==> config.mk <==
export PLATFORM = sky130hd
export DESIGN_NAME = refcounted_slot_allocator
export DESIGN_NICKNAME = d
export VERILOG_FILES = /design/src/rsa_pkg.sv /design/src/rsa_ram.sv /design/src/rsa_cell.sv /design/src/refcounted_slot_allocator.sv
export SDC_FILE = /design/constraint.sdc
export NUM_CORES = 2
export LEC_CHECK = 0
export BUFFER_PORTS_ARGS = -buffer_cell sky130_fd_sc_hd__buf_2
export CAP_MARGIN = 15
export CORE_MARGIN = 2
export CORE_UTILIZATION = 65
export DETAILED_ROUTE_END_ITERATION = 8
export GPL_TIMING_DRIVEN = 0
export PLACE_DENSITY = 0.82
export SLEW_MARGIN = 20
export SYNTH_ARGS = -nofsm -noshare
export SYNTH_HDL_FRONTEND = slang
export SYNTH_HIERARCHICAL = 1
export SYNTH_SLANG_ARGS = --single-unit
==> constraint.sdc <==
create_clock -name i_clk -period 17.1 [get_ports i_clk]
set_input_delay 0.855 -clock i_clk [delete_from_list [all_inputs] [get_ports i_clk]]
set_output_delay 0.855 -clock i_clk [all_outputs]
set_load 0.005 [all_outputs]
==> src/rsa_pkg.sv <==
package rsa_pkg;

    // table geometry
    localparam int SLOTS       = 32;
    localparam int SLOT_W      = 5;
    localparam int CNT_W       = 6;
    localparam int HANDLE_BITS = 32;
    localparam int REF_W       = 16;
    localparam int STATUS_W    = 3;

    // stream widths: payload packed from bit 0 upwards, padded to bytes
    localparam int IN_TDATA_W  = 40;
    localparam int OUT_TDATA_W = 24;

    // configuration port
    localparam int CFG_IDX_W   = 1;
    localparam int CFG_DATA_W  = 32;
    localparam logic [CFG_IDX_W-1:0] CFG_MAX_SLOTS = 1'b0;
    localparam logic [CFG_IDX_W-1:0] CFG_RESERVED  = 1'b1;
    localparam logic [CNT_W-1:0]     MAX_SLOTS_RST = 6'd16;

    // request kinds
    localparam logic KIND_ACQUIRE = 1'b0;
    localparam logic KIND_RELEASE = 1'b1;

    // result status codes
    localparam logic [STATUS_W-1:0] ST_HIT     = 3'd0;
    localparam logic [STATUS_W-1:0] ST_REUSE   = 3'd1;
    localparam logic [STATUS_W-1:0] ST_NEWTOP  = 3'd2;
    localparam logic [STATUS_W-1:0] ST_FULL    = 3'd3;
    localparam logic [STATUS_W-1:0] ST_STILL   = 3'd4;
    localparam logic [STATUS_W-1:0] ST_TRIMMED = 3'd5;
    localparam logic [STATUS_W-1:0] ST_QUEUED  = 3'd6;
    localparam logic [STATUS_W-1:0] ST_IGNORED = 3'd7;

    localparam logic [REF_W-1:0] COUNT_MAX = '1;

    // write bundle broadcast to every slot cell
    typedef struct packed {
        logic                   load_handle;
        logic                   occupied;
        logic [REF_W-1:0]       count;
        logic [HANDLE_BITS-1:0] handle;
    } t_cell_wr;

endpackage

==> src/rsa_ram.sv <==
module rsa_ram #(
    parameter int WIDTH = 8,
    parameter int DEPTH = 32
) (
    input  logic                     i_clk,
    input  logic                     i_we,
    input  logic [$clog2(DEPTH)-1:0] i_waddr,
    input  logic [WIDTH-1:0]         i_wdata,
    input  logic [$clog2(DEPTH)-1:0] i_raddr,
    output logic [WIDTH-1:0]         o_rdata
);

    logic [WIDTH-1:0] r_mem [DEPTH];
    logic [WIDTH-1:0] r_rdata;

    // one write port, one registered read port
    always_ff @(posedge i_clk) begin
        if (i_we) begin
            r_mem[i_waddr] <= i_wdata;
        end
        r_rdata <= r_mem[i_raddr];
    end

    assign o_rdata = r_rdata;

endmodule

==> src/rsa_cell.sv <==
module rsa_cell (
    input  logic                           i_clk,
    input  logic                           i_rst_n,
    input  logic                           i_rst_occupied,
    input  logic                           i_cfg_load,
    input  logic [rsa_pkg::HANDLE_BITS-1:0] i_cfg_handle,
    input  logic [rsa_pkg::HANDLE_BITS-1:0] i_req_handle,
    input  logic                           i_hit_below,
    output logic                           o_hit_above,
    output logic                           o_first,
    input  logic                           i_we,
    input  rsa_pkg::t_cell_wr              i_wr,
    output logic [rsa_pkg::REF_W-1:0]      o_count,
    output logic                           o_occupied
);

    import rsa_pkg::*;

    logic                   r_occupied;
    logic [REF_W-1:0]       r_count;
    logic [HANDLE_BITS-1:0] r_handle;
    logic                   match;

    // slot state; reset value of the reserved slot comes in on i_rst_occupied
    always_ff @(posedge i_clk) begin
        if (!i_rst_n) begin
            r_occupied <= i_rst_occupied;
            r_count    <= REF_W'(i_rst_occupied);
            r_handle   <= '0;
        end else begin
            if (i_cfg_load) begin
                r_handle <= i_cfg_handle;
            end
            if (i_we) begin
                r_occupied <= i_wr.occupied;
                r_count    <= i_wr.count;
                if (i_wr.load_handle) begin
                    r_handle <= i_wr.handle;
                end
            end
        end
    end

    // local compare, then pass "hit seen below" on to the next cell up
    assign match       = r_occupied && (r_handle == i_req_handle);
    assign o_hit_above = i_hit_below | match;
    assign o_first     = match & ~i_hit_below;
    assign o_count     = r_count;
    assign o_occupied  = r_occupied;

endmodule

==> src/refcounted_slot_allocator.sv <==
// Channel   Dir  Handshake                    Payload
// s_axis    in   s_axis_tvalid/s_axis_tready  tuser: kind; tdata: handle, slot_in
// m_axis    out  m_axis_tvalid/m_axis_tready  tdata: slot, status, ref_count
// cfg       in   i_cfg_we (no wait)           i_cfg_idx, i_cfg_wdata
//
// Each item passes through a compare cycle across the row of slot cells
// (handle match and lowest-hit chain), then an update cycle that writes the
// selected cell, the free FIFO and the high-water mark and loads the result.
// The next transfer is taken during the update cycle when the output register
// is free or being drained; a stalled m_axis holds the block in its update cycle.
// Reset is synchronous; no clearing pass, slot 0 holds the reserved handle.
module refcounted_slot_allocator (
    input  logic                             i_clk,
    input  logic                             i_rst_n,
    input  logic                             i_cfg_we,
    input  logic [rsa_pkg::CFG_IDX_W-1:0]    i_cfg_idx,
    input  logic [rsa_pkg::CFG_DATA_W-1:0]   i_cfg_wdata,
    input  logic                             s_axis_tvalid,
    output logic                             s_axis_tready,
    input  logic [rsa_pkg::IN_TDATA_W-1:0]   s_axis_tdata,  // handle[31:0], slot_in[36:32]
    input  logic                             s_axis_tuser,  // kind
    output logic                             m_axis_tvalid,
    input  logic                             m_axis_tready,
    output logic [rsa_pkg::OUT_TDATA_W-1:0]  m_axis_tdata   // slot[4:0], status[7:5],
                                                            // ref_count[23:8]
);

    import rsa_pkg::*;

    localparam logic [1:0] S_IDLE  = 2'd0;
    localparam logic [1:0] S_MATCH = 2'd1;
    localparam logic [1:0] S_UPD   = 2'd2;

    logic [1:0]             r_state, n_state;
    logic                   r_kind;
    logic [HANDLE_BITS-1:0] r_handle;
    logic [SLOT_W-1:0]      r_slot;
    logic [SLOTS-1:0]       r_sel;
    logic [SLOT_W-1:0]      r_idx;
    logic                   r_hit;
    logic [CNT_W-1:0]       r_max_slots;
    logic [CNT_W-1:0]       r_hw, n_hw;
    logic [SLOT_W-1:0]      r_head, r_tail;
    logic [CNT_W-1:0]       r_fill, n_fill;
    logic                   r_out_valid;
    logic [OUT_TDATA_W-1:0] r_out_data;

    logic                   in_acc;
    logic                   upd_go;
    logic [SLOTS:0]         hit_chain;
    logic [SLOTS-1:0]       first_vec;
    logic [SLOTS-1:0]       cell_we;
    logic [REF_W-1:0]       cell_count [SLOTS];
    logic [SLOTS-1:0]       cell_occ;
    t_cell_wr               cell_wr;
    logic [SLOT_W-1:0]      first_idx;
    logic [REF_W-1:0]       sel_count;
    logic                   sel_occ;
    logic [SLOT_W-1:0]      fifo_rdata;
    logic                   push, pop;
    logic [CNT_W-1:0]       limit;
    logic [SLOT_W-1:0]      grant_idx;
    logic [SLOT_W-1:0]      o_slot;
    logic [STATUS_W-1:0]    o_status;
    logic [REF_W-1:0]       o_count;
    logic [REF_W-1:0]       dec_count;

    assign in_acc        = s_axis_tvalid & s_axis_tready;
    assign upd_go        = (r_state == S_UPD) && (!r_out_valid || m_axis_tready);
    assign s_axis_tready = (r_state == S_IDLE) || upd_go;

    // sequencer
    always_comb begin
        n_state = r_state;
        case (r_state)
            S_IDLE: begin
                if (in_acc) n_state = S_MATCH;
            end
            S_MATCH: begin
                n_state = S_UPD;
            end
            S_UPD: begin
                if (upd_go) n_state = in_acc ? S_MATCH : S_IDLE;
            end
            default: begin
                n_state = S_IDLE;
            end
        endcase
    end

    always_ff @(posedge i_clk) begin
        if (!i_rst_n) begin
            r_state <= S_IDLE;
        end else begin
            r_state <= n_state;
        end
    end

    // request capture
    always_ff @(posedge i_clk) begin
        if (in_acc) begin
            r_kind   <= s_axis_tuser;
            r_handle <= s_axis_tdata[HANDLE_BITS-1:0];
            r_slot   <= s_axis_tdata[HANDLE_BITS +: SLOT_W];
        end
    end

    // configuration
    always_ff @(posedge i_clk) begin
        if (!i_rst_n) begin
            r_max_slots <= MAX_SLOTS_RST;
        end else if (i_cfg_we && i_cfg_idx == CFG_MAX_SLOTS) begin
            r_max_slots <= i_cfg_wdata[CNT_W-1:0];
        end
    end

    // row of slot cells
    assign hit_chain[0] = 1'b0;

    for (genvar g = 0; g < SLOTS; g++) begin : g_cell
        rsa_cell u_cell (
            .i_clk          (i_clk),
            .i_rst_n        (i_rst_n),
            .i_rst_occupied (g == 0),
            .i_cfg_load     ((g == 0) && i_cfg_we && (i_cfg_idx == CFG_RESERVED)),
            .i_cfg_handle   (i_cfg_wdata[HANDLE_BITS-1:0]),
            .i_req_handle   (r_handle),
            .i_hit_below    (hit_chain[g]),
            .o_hit_above    (hit_chain[g+1]),
            .o_first        (first_vec[g]),
            .i_we           (cell_we[g]),
            .i_wr           (cell_wr),
            .o_count        (cell_count[g]),
            .o_occupied     (cell_occ[g])
        );
    end

    // encode the lowest hit
    always_comb begin
        first_idx = '0;
        for (int i = 0; i < SLOTS; i++) begin
            if (first_vec[i]) first_idx = first_idx | SLOT_W'(i);
        end
    end

    // selection for the update cycle
    always_ff @(posedge i_clk) begin
        if (r_state == S_MATCH) begin
            if (r_kind == KIND_RELEASE) begin
                r_sel <= SLOTS'(1) << r_slot;
                r_idx <= r_slot;
                r_hit <= 1'b0;
            end else begin
                r_sel <= first_vec;
                r_idx <= first_idx;
                r_hit <= hit_chain[SLOTS];
            end
        end
    end

    // read the selected cell through the one-hot select
    always_comb begin
        sel_count = '0;
        sel_occ   = 1'b0;
        for (int i = 0; i < SLOTS; i++) begin
            if (r_sel[i]) begin
                sel_count = sel_count | cell_count[i];
                sel_occ   = sel_occ | cell_occ[i];
            end
        end
    end

    // free slot FIFO; head is read during the compare cycle
    rsa_ram #(.WIDTH(SLOT_W), .DEPTH(SLOTS)) u_fifo (
        .i_clk   (i_clk),
        .i_we    (upd_go && push),
        .i_waddr (r_tail),
        .i_wdata (r_slot),
        .i_raddr (r_head),
        .o_rdata (fifo_rdata)
    );

    assign limit     = (r_max_slots < CNT_W'(SLOTS)) ? r_max_slots : CNT_W'(SLOTS);
    assign dec_count = (sel_count != '0) ? sel_count - REF_W'(1) : sel_count;

    // update decision
    always_comb begin
        cell_we             = '0;
        cell_wr.load_handle = 1'b0;
        cell_wr.occupied    = 1'b1;
        cell_wr.count       = REF_W'(1);
        cell_wr.handle      = r_handle;
        push                = 1'b0;
        pop                 = 1'b0;
        n_hw                = r_hw;
        grant_idx           = '0;
        o_slot              = '0;
        o_status            = ST_IGNORED;
        o_count             = '0;
        if (r_kind == KIND_ACQUIRE) begin
            if (r_hit) begin
                cell_we       = r_sel;
                cell_wr.count = (sel_count == COUNT_MAX) ? sel_count : sel_count + REF_W'(1);
                o_slot        = r_idx;
                o_status      = ST_HIT;
                o_count       = cell_wr.count;
            end else if (r_fill != '0) begin
                pop                 = 1'b1;
                grant_idx           = fifo_rdata;
                cell_we             = SLOTS'(1) << grant_idx;
                cell_wr.load_handle = 1'b1;
                o_slot              = grant_idx;
                o_status            = ST_REUSE;
                o_count             = REF_W'(1);
            end else if ({1'b0, r_hw} + 7'd1 <= {1'b0, limit}) begin
                grant_idx           = r_hw[SLOT_W-1:0];
                cell_we             = SLOTS'(1) << grant_idx;
                cell_wr.load_handle = 1'b1;
                n_hw                = r_hw + CNT_W'(1);
                o_slot              = grant_idx;
                o_status            = ST_NEWTOP;
                o_count             = REF_W'(1);
            end else begin
                o_status = ST_FULL;
            end
        end else begin
            o_slot = r_slot;
            if (r_slot == '0) begin
                o_count = sel_count;
            end else if (!sel_occ) begin
                o_status = ST_IGNORED;
            end else if (dec_count != '0) begin
                cell_we       = r_sel;
                cell_wr.count = dec_count;
                o_status      = ST_STILL;
                o_count       = dec_count;
            end else begin
                // count reached zero: the slot is freed
                cell_we          = r_sel;
                cell_wr.count    = '0;
                cell_wr.occupied = 1'b0;
                if ({1'b0, r_slot} + CNT_W'(1) >= r_hw) begin
                    if (r_hw > CNT_W'(1)) n_hw = r_hw - CNT_W'(1);
                    o_status = ST_TRIMMED;
                end else begin
                    push     = (r_fill < CNT_W'(SLOTS));
                    o_status = ST_QUEUED;
                end
            end
        end
        if (!upd_go) cell_we = '0;
    end

    always_comb begin
        n_fill = r_fill;
        if (push) n_fill = r_fill + CNT_W'(1);
        if (pop)  n_fill = r_fill - CNT_W'(1);
    end

    // high-water mark and FIFO pointers
    always_ff @(posedge i_clk) begin
        if (!i_rst_n) begin
            r_hw   <= CNT_W'(1);
            r_head <= '0;
            r_tail <= '0;
            r_fill <= '0;
        end else if (upd_go) begin
            r_hw   <= n_hw;
            r_fill <= n_fill;
            if (pop)  r_head <= r_head + SLOT_W'(1);
            if (push) r_tail <= r_tail + SLOT_W'(1);
        end
    end

    // output register
    always_ff @(posedge i_clk) begin
        if (!i_rst_n) begin
            r_out_valid <= 1'b0;
        end else if (upd_go) begin
            r_out_valid <= 1'b1;
        end else if (m_axis_tready) begin
            r_out_valid <= 1'b0;
        end
    end

    always_ff @(posedge i_clk) begin
        if (upd_go) begin
            r_out_data <= {o_count, o_status, o_slot};
        end
    end

    assign m_axis_tvalid = r_out_valid;
    assign m_axis_tdata  = r_out_data;

`ifndef SYNTH
    // at most one cell selected for the update
    a_sel_onehot: assert property (@(posedge i_clk) disable iff (!i_rst_n)
        (r_state == S_UPD) |-> $onehot0(r_sel))
        else $error("more than one slot cell selected");

    // the reserved slot never enters the free FIFO
    a_pop_nonzero: assert property (@(posedge i_clk) disable iff (!i_rst_n)
        (upd_go && pop) |-> (fifo_rdata != '0))
        else $error("reserved slot popped from free FIFO");

    a_fill_bound: assert property (@(posedge i_clk) disable iff (!i_rst_n)
        r_fill <= CNT_W'(SLOTS))
        else $error("free FIFO fill out of range");

    a_hw_nonzero: assert property (@(posedge i_clk) disable iff (!i_rst_n)
        r_hw != '0 && cell_occ[0])
        else $error("reserved slot lost or high-water mark cleared");

    // a result appears only out of the update cycle
    a_out_src: assert property (@(posedge i_clk) disable iff (!i_rst_n)
        $rose(r_out_valid) |-> $past(r_state == S_UPD))
        else $error("result loaded outside the update cycle");
`endif

endmodule

After elaboration in Yosys (flattened, before gate mapping):

Memory sizes are Yosys's and may differ from the RTL's. A register that Yosys moved wholly into a read port is not among the register bits.
Cells that the tools add are included.

* input port bits: 79
* memories kept: 1
* bits in writable memories: 160
* flip-flop bits (word level): 1699

* $lt $le $gt $ge: 5
* add/sub/neg operators: 10
* reductions and logical operators: 49
* bitwise operators: 157
* shift operators: 3
* eq/ne operators: 83
* mux-type cells: 602

Memory list
* u_fifo.r_mem: depth 32, width 5, rd ports 1, clocked after memory_dff 1, wr ports 1, line rsa_ram.sv:13 `logic [WIDTH-1:0] r_mem [DEPTH];`

Operators with widths (count)
* 32-bit 2-to-1 mux: 214
* 16-bit 2-to-1 mux: 119
* 32-bit equality test: 32
* 16-bit OR: 31
* 6-bit 2-to-1 mux: 39
* 5-bit 2-to-1 mux: 38
* 1-bit 2-to-1 mux: 145
* 1-bit by 5-bit left shift with 32-bit output (first input constant): 3
* 17-bit 2-to-1 mux: 5
* 3-bit 2-to-1 mux: 26
* 2-bit by 1-bit inequality test with 1-bit output (second input constant): 36
* 1-bit OR: 62
* 1-bit logical AND: 36
* 1-bit bitwise AND: 32
* 4-bit 2-to-1 mux: 8
* 1-bit inverter: 32
* 16-bit nonzero test: 2
* 16-bit by 1-bit adder with 16-bit output (second input constant): 1
* 16-bit equality test (second input constant): 1
* 16-bit by 1-bit subtractor with 16-bit output (second input constant): 1
* 2-bit 2-to-1 mux: 7
* 6-bit by 1-bit adder with 6-bit output (second input constant): 2
* 6-bit < comparator (second input constant): 2
* 3-bit inequality test (second input constant): 4
* other kinds (20): 31

Depth between registers and ports, before layout:

* depth after elaboration: 87
* depth in mapped cells: 42

By module:

The synthesis kept the hierarchy.

By module, submodules not included
* rsa_cell: cells an instance 254, area each 2534.9 µm², times used 32
* refcounted_slot_allocator: cells an instance 1337, area each 11388.4 µm², times used 1
* rsa_ram: cells an instance 277, area each 6344.8 µm², times used 1

Worst setup path before layout:

Ideal clock, no wire load.

* path kind: register to register
* start point: register r_handle[29] (netlist name)
* end point: register r_idx[0] (data pin)
* required time: 16953 ps
* setup slack: 9694 ps
* setup time: 147 ps
* period minus slack after synthesis: 7406 ps
* stages on the path, launching flop included: 43
* arrival time: 7259 ps
* cell sequence: edfxtp_1 -> nor2b_4 -> a2111o_1 -> nor4_2 -> nand4_1 -> nand2b_1 -> nand2b_1 -> nand2b_1 -> nand2b_1 -> nand2b_1 -> nand2b_1 -> nand2b_1 -> nand2b_1 -> nand2b_1 -> nand2b_1 -> nand2b_1 -> nand2b_1 -> nand2b_1 -> [... 7 more ...] -> nand2b_1 -> nand2b_1 -> nand2b_1 -> nand2b_1 -> nand2b_1 -> nand2b_1 -> nand2b_1 -> nand2b_1 -> nand2b_1 -> nand2b_1 -> nand2b_1 -> nor2_1 -> inv_1 -> nand4_1 -> nor2_1 -> nand4_1 -> nor2_1 -> a21oi_1

RTL lines
* to (signal assigned): line refcounted_slot_allocator.sv:151 `r_idx <= r_slot;`
* to (signal assigned): line refcounted_slot_allocator.sv:155 `r_idx <= first_idx;`
* to (decl): line refcounted_slot_allocator.sv:39 `logic [SLOT_W-1:0] r_idx;`

==> results.cfg <==
[outcome]
outcome = complete, no violations

[flow_run]
drv_cap = 0

[worst_setup_path]
arrival_ns = 9.50
crit_path_end_kind = flop
start_kind = flop
reg2reg_from = r_handle[0]$_DFFE_PP_
r2r-end = r_idx[0]$_DFFE_PN_
rr_worst_depth = 41
slowest_stage = edfxtp_1
max_stage_delay_ns = 1.05
r2r_setup_slack_ns = 8.25
cpMostUsedCell = nand2b_1
cp_max_fo = 10
required_ns = 17.75
path_class = reg2reg

[global_routing]
grt_usage = 0.510
grt-ovfl-total = 0
grt_pass1_wl_um = 584000
grt_pass1_vias = 85119
grt_max_degree = 37
antenna_found_initial = 21

[detailed_routing]
dr.pass1.iters = 8
dr.first_iter.drc_count = 12246
drc_errors = 0
wl_um = 410000
wire_per_inst_um = 32.6
routed-via-count = 88312
viasPerCell = 7.02
ant_nets = 0

[synth]
ys_warn_count = 6
synthArstFlopShare = 0
netlist_area_um2 = 98900
synth-main-ff-cell = dfxtp_1
synth_area_per_cell_um2 = 10.1
yosysUniqueCellTypes = 83
syn_inst = 9742
ys_seq_area_frac = 0.410
ys_ff_latch = 1864
synth_edf_count = 324

[sta]
min_period_ns = 8.85
tns_ns = 0
setup_viol = 0
rsz0062_at_grt = false
worstMarginPinSlew_ns = 1.23
finalCritPeriodShare = 0.518
whs_ns = 0.162
fin_worst_skew_ns = 0.0657
maxSlewViolCount = 0
max_freq_mhz = 113
slew_headroom = 0.179
hold_viol = 0

[finish]
nets = 10493
syn2layout_area_growth_pct = 15.5
regArea_um2 = 40600
multiInputGateArea_um2 = 55200
num-fill-cells = 10163
layout-drive-gt1-share = 0.108

[pwr]
clock_power_share = 0.402
seqPwrFrac = 0.440
ir_drop_mv = 0.0964
internal-power_mw = 7.85
switching_share = 0.285
p_per_area_nw_per_um2 = 96.2
p_leak_nw = 53.2
power_frac_comb = 0.157
switchingPower_mw = 3.13

[worst_hold_path]
hold_path_class = in2reg
hp-start = s_axis_tdata[13]
hold_end = r_handle[13]$_DFFE_PP_
hold_depth = 1

[clock_tree]
clk_pin_slew_worst_paths_ns = 0.07
cts_tree = built
cts.sinks = 1864
cts_resized = 0
worstSkewPairLatency_ns = 0.87
htreeDepth = 4
cts_buffer_depth = 3
cts_buffers = 193
root_buffer = clkbuf_16
cts_setup_buffers = 0
cts_hold_buf = 0

[placement]
place.gp.congestion = 1.04
hpwl_um = 289000
portBuffers = 101

[floorplan]
core-area_um2 = 152000
dieArea_um2 = 155000
die_height_um = 394
die_w_um = 394
fp-row-count = 143
initial_core_util = 0.652
io_pins = 105
-- per-stage QoR --
step	area, um^2	power, mW	utilization	cells	worst slack, ns
after floorplan	99100	5.84	-	9805	9.69
after global placement	102000	6.35	0.674	11936	5.60
after detailed placement	108000	6.52	0.710	12212	8.99
after CTS	114000	10.8	0.753	12568	8.87
after global routing	114000	11.2	0.753	12571	7.85
final	114000	11.0	0.753	12588	8.25
-- placed cells by master (no fill, tap or decap), types with 44 or more instances in the layout --
cell and count:
o221ai_1 46, a2111o_1 64, nand2b_1 207, nor3_1 56
o21ai_0 55, mux4_2 50, clkbuf_1 490, o211a_1 1026
buf_8 171, mux2i_1 1451, buf_2 306, nor4_4 45
nor2_1 164, buf_16 65, clkbuf_16 196, dfxtp_1 1540
o211ai_1 73, xnor2_1 660, xor2_1 172, conb_1 65
a22oi_1 259, nand2_1 1320, nand4_1 251, edfxtp_1 324
inv_1 123, nand3_1 44, nor2b_1 654
-- per-layer routing --
layer	track usage	routed length (um)	vias up
li1	-	-	36475
met3	0.177	60300	2235
met5	0	131	-
met1	0.621	142000	42580
met2	0.736	168000	7006
met4	0.400	40100	16
-- sequential cells by signal (all words and copies together), names as in the netlist, 6 cells and up --
| name | cells |
|---|---|
| r_sel | 32 |
| g_cell.u_cell/o_count | 512 |
| r_handle | 32 |
| m_axis_tdata | 24 |
| r_max_slots | 6 |
| g_cell.u_cell/o_occupied | 32 |
| r_hw | 6 |
| u_fifo/r_mem | 160 |
| r_fill | 6 |
| g_cell.u_cell/r_handle | 1024 |
-- power groups by stage --
stage,logic [mW],clock network (mW),registers [mW]
5_1_grt,1.77,4.57,4.84
4_1_cts,1.62,4.40,4.83
3_5_place_dp,1.60,0,4.92
2_1_floorplan,0.916,0,4.92
3_3_place_gp,1.25,0,5.10
6_report,1.73,4.42,4.84
-- critical path, delay by kind of cell (launching register included) --
family	cells	cell delay, ns
AO/OA/AOI/OAI	1	0.18
XOR/XNOR	1	0.62
buffers and inverters	1	0.09
flip-flops	1	1.05
AND/OR/NAND/NOR	38	6.71
-- cell usage after synthesis (8+ instances only) --
master | number | area [um^2]
a21oi_1 | 37 | 185
o211ai_1 | 73 | 548
o21ai_0 | 60 | 300
and3_1 | 8 | 50.1
nand2b_1 | 207 | 1290
o21bai_1 | 9 | 67.6
mux2i_1 | 1451 | 14500
o2111ai_1 | 33 | 289
nor4_4 | 35 | 744
nor2b_4 | 32 | 440
mux2_2 | 8 | 90.1
nor2b_1 | 655 | 4100
a2111o_1 | 64 | 721
a32oi_1 | 17 | 149
o22ai_1 | 14 | 87.6
buf_6 | 8 | 90.1
a22oi_1 | 259 | 1940
buf_2 | 238 | 1190
edfxtp_1 | 324 | 9730
inv_1 | 125 | 469
clkinv_1 | 33 | 124
nand2_1 | 1322 | 4960
nor3_1 | 56 | 280
a22o_1 | 10 | 87.6
a211oi_1 | 18 | 135
nor2_1 | 165 | 619
o221ai_1 | 46 | 403
buf_1 | 16 | 60.1
clkbuf_1 | 435 | 1630
xnor2_1 | 660 | 5780
nor4_2 | 46 | 576
dfxtp_1 | 1540 | 30800
and2_1 | 9 | 56.3
xor2_1 | 172 | 1510
o211a_1 | 1026 | 10300
nor4_1 | 43 | 269
ha_1 | 34 | 425
nand3b_1 | 8 | 60.1
nand4_1 | 251 | 1570
a21o_1 | 15 | 113
nand3_1 | 45 | 225
mux4_2 | 50 | 1130
-- cell families (layout without fill, tap and decap cells) --
logic type	after synthesis	count (layout)	synth area share
xor gates and xnor gates	832	832	0.0737
other	2	83	0.0000760
AOI/OAI and AO/OA	1715	1715	0.158
DFF	1864	1864	0.410
buffers and inverters	862	1597	0.0366
adders and majority gates	35	35	0.00451
and+or+nand+nor	2923	2923	0.158
muxes	1509	1509	0.159
-- how the worst max path moves through the flow --
stage                                 startpoint                  to  slack, ns  cells past startpoint
after floorplan           r_handle[29]$_DFFE_PP_  r_idx[0]$_DFFE_PN_       9.69                     42
after global placement    r_handle[29]$_DFFE_PP_  r_idx[0]$_DFFE_PN_       5.60                     42
after detailed placement  r_handle[19]$_DFFE_PP_  r_idx[0]$_DFFE_PN_       8.99                     43
after CTS                 r_handle[19]$_DFFE_PP_  r_idx[0]$_DFFE_PN_       8.87                     43
after global routing       r_handle[0]$_DFFE_PP_  r_idx[0]$_DFFE_PN_       7.85                     41
final                      r_handle[0]$_DFFE_PP_  r_idx[0]$_DFFE_PN_       8.25                     41
-- layout make-up --
cell class	count	area share
Multi-Input combinational cell	7079	0.483
Sequential cell	1864	0.355
Timing Repair Buffer	379	0.0500
Clock buffer	289	0.0494
Buffer	704	0.0265
Tap cell	2030	0.0222
Clock inverter	67	0.00769
Inverter	158	0.00519
Antenna cell	18	0.000395
Note: power is estimated with default switching activity, not from simulation.
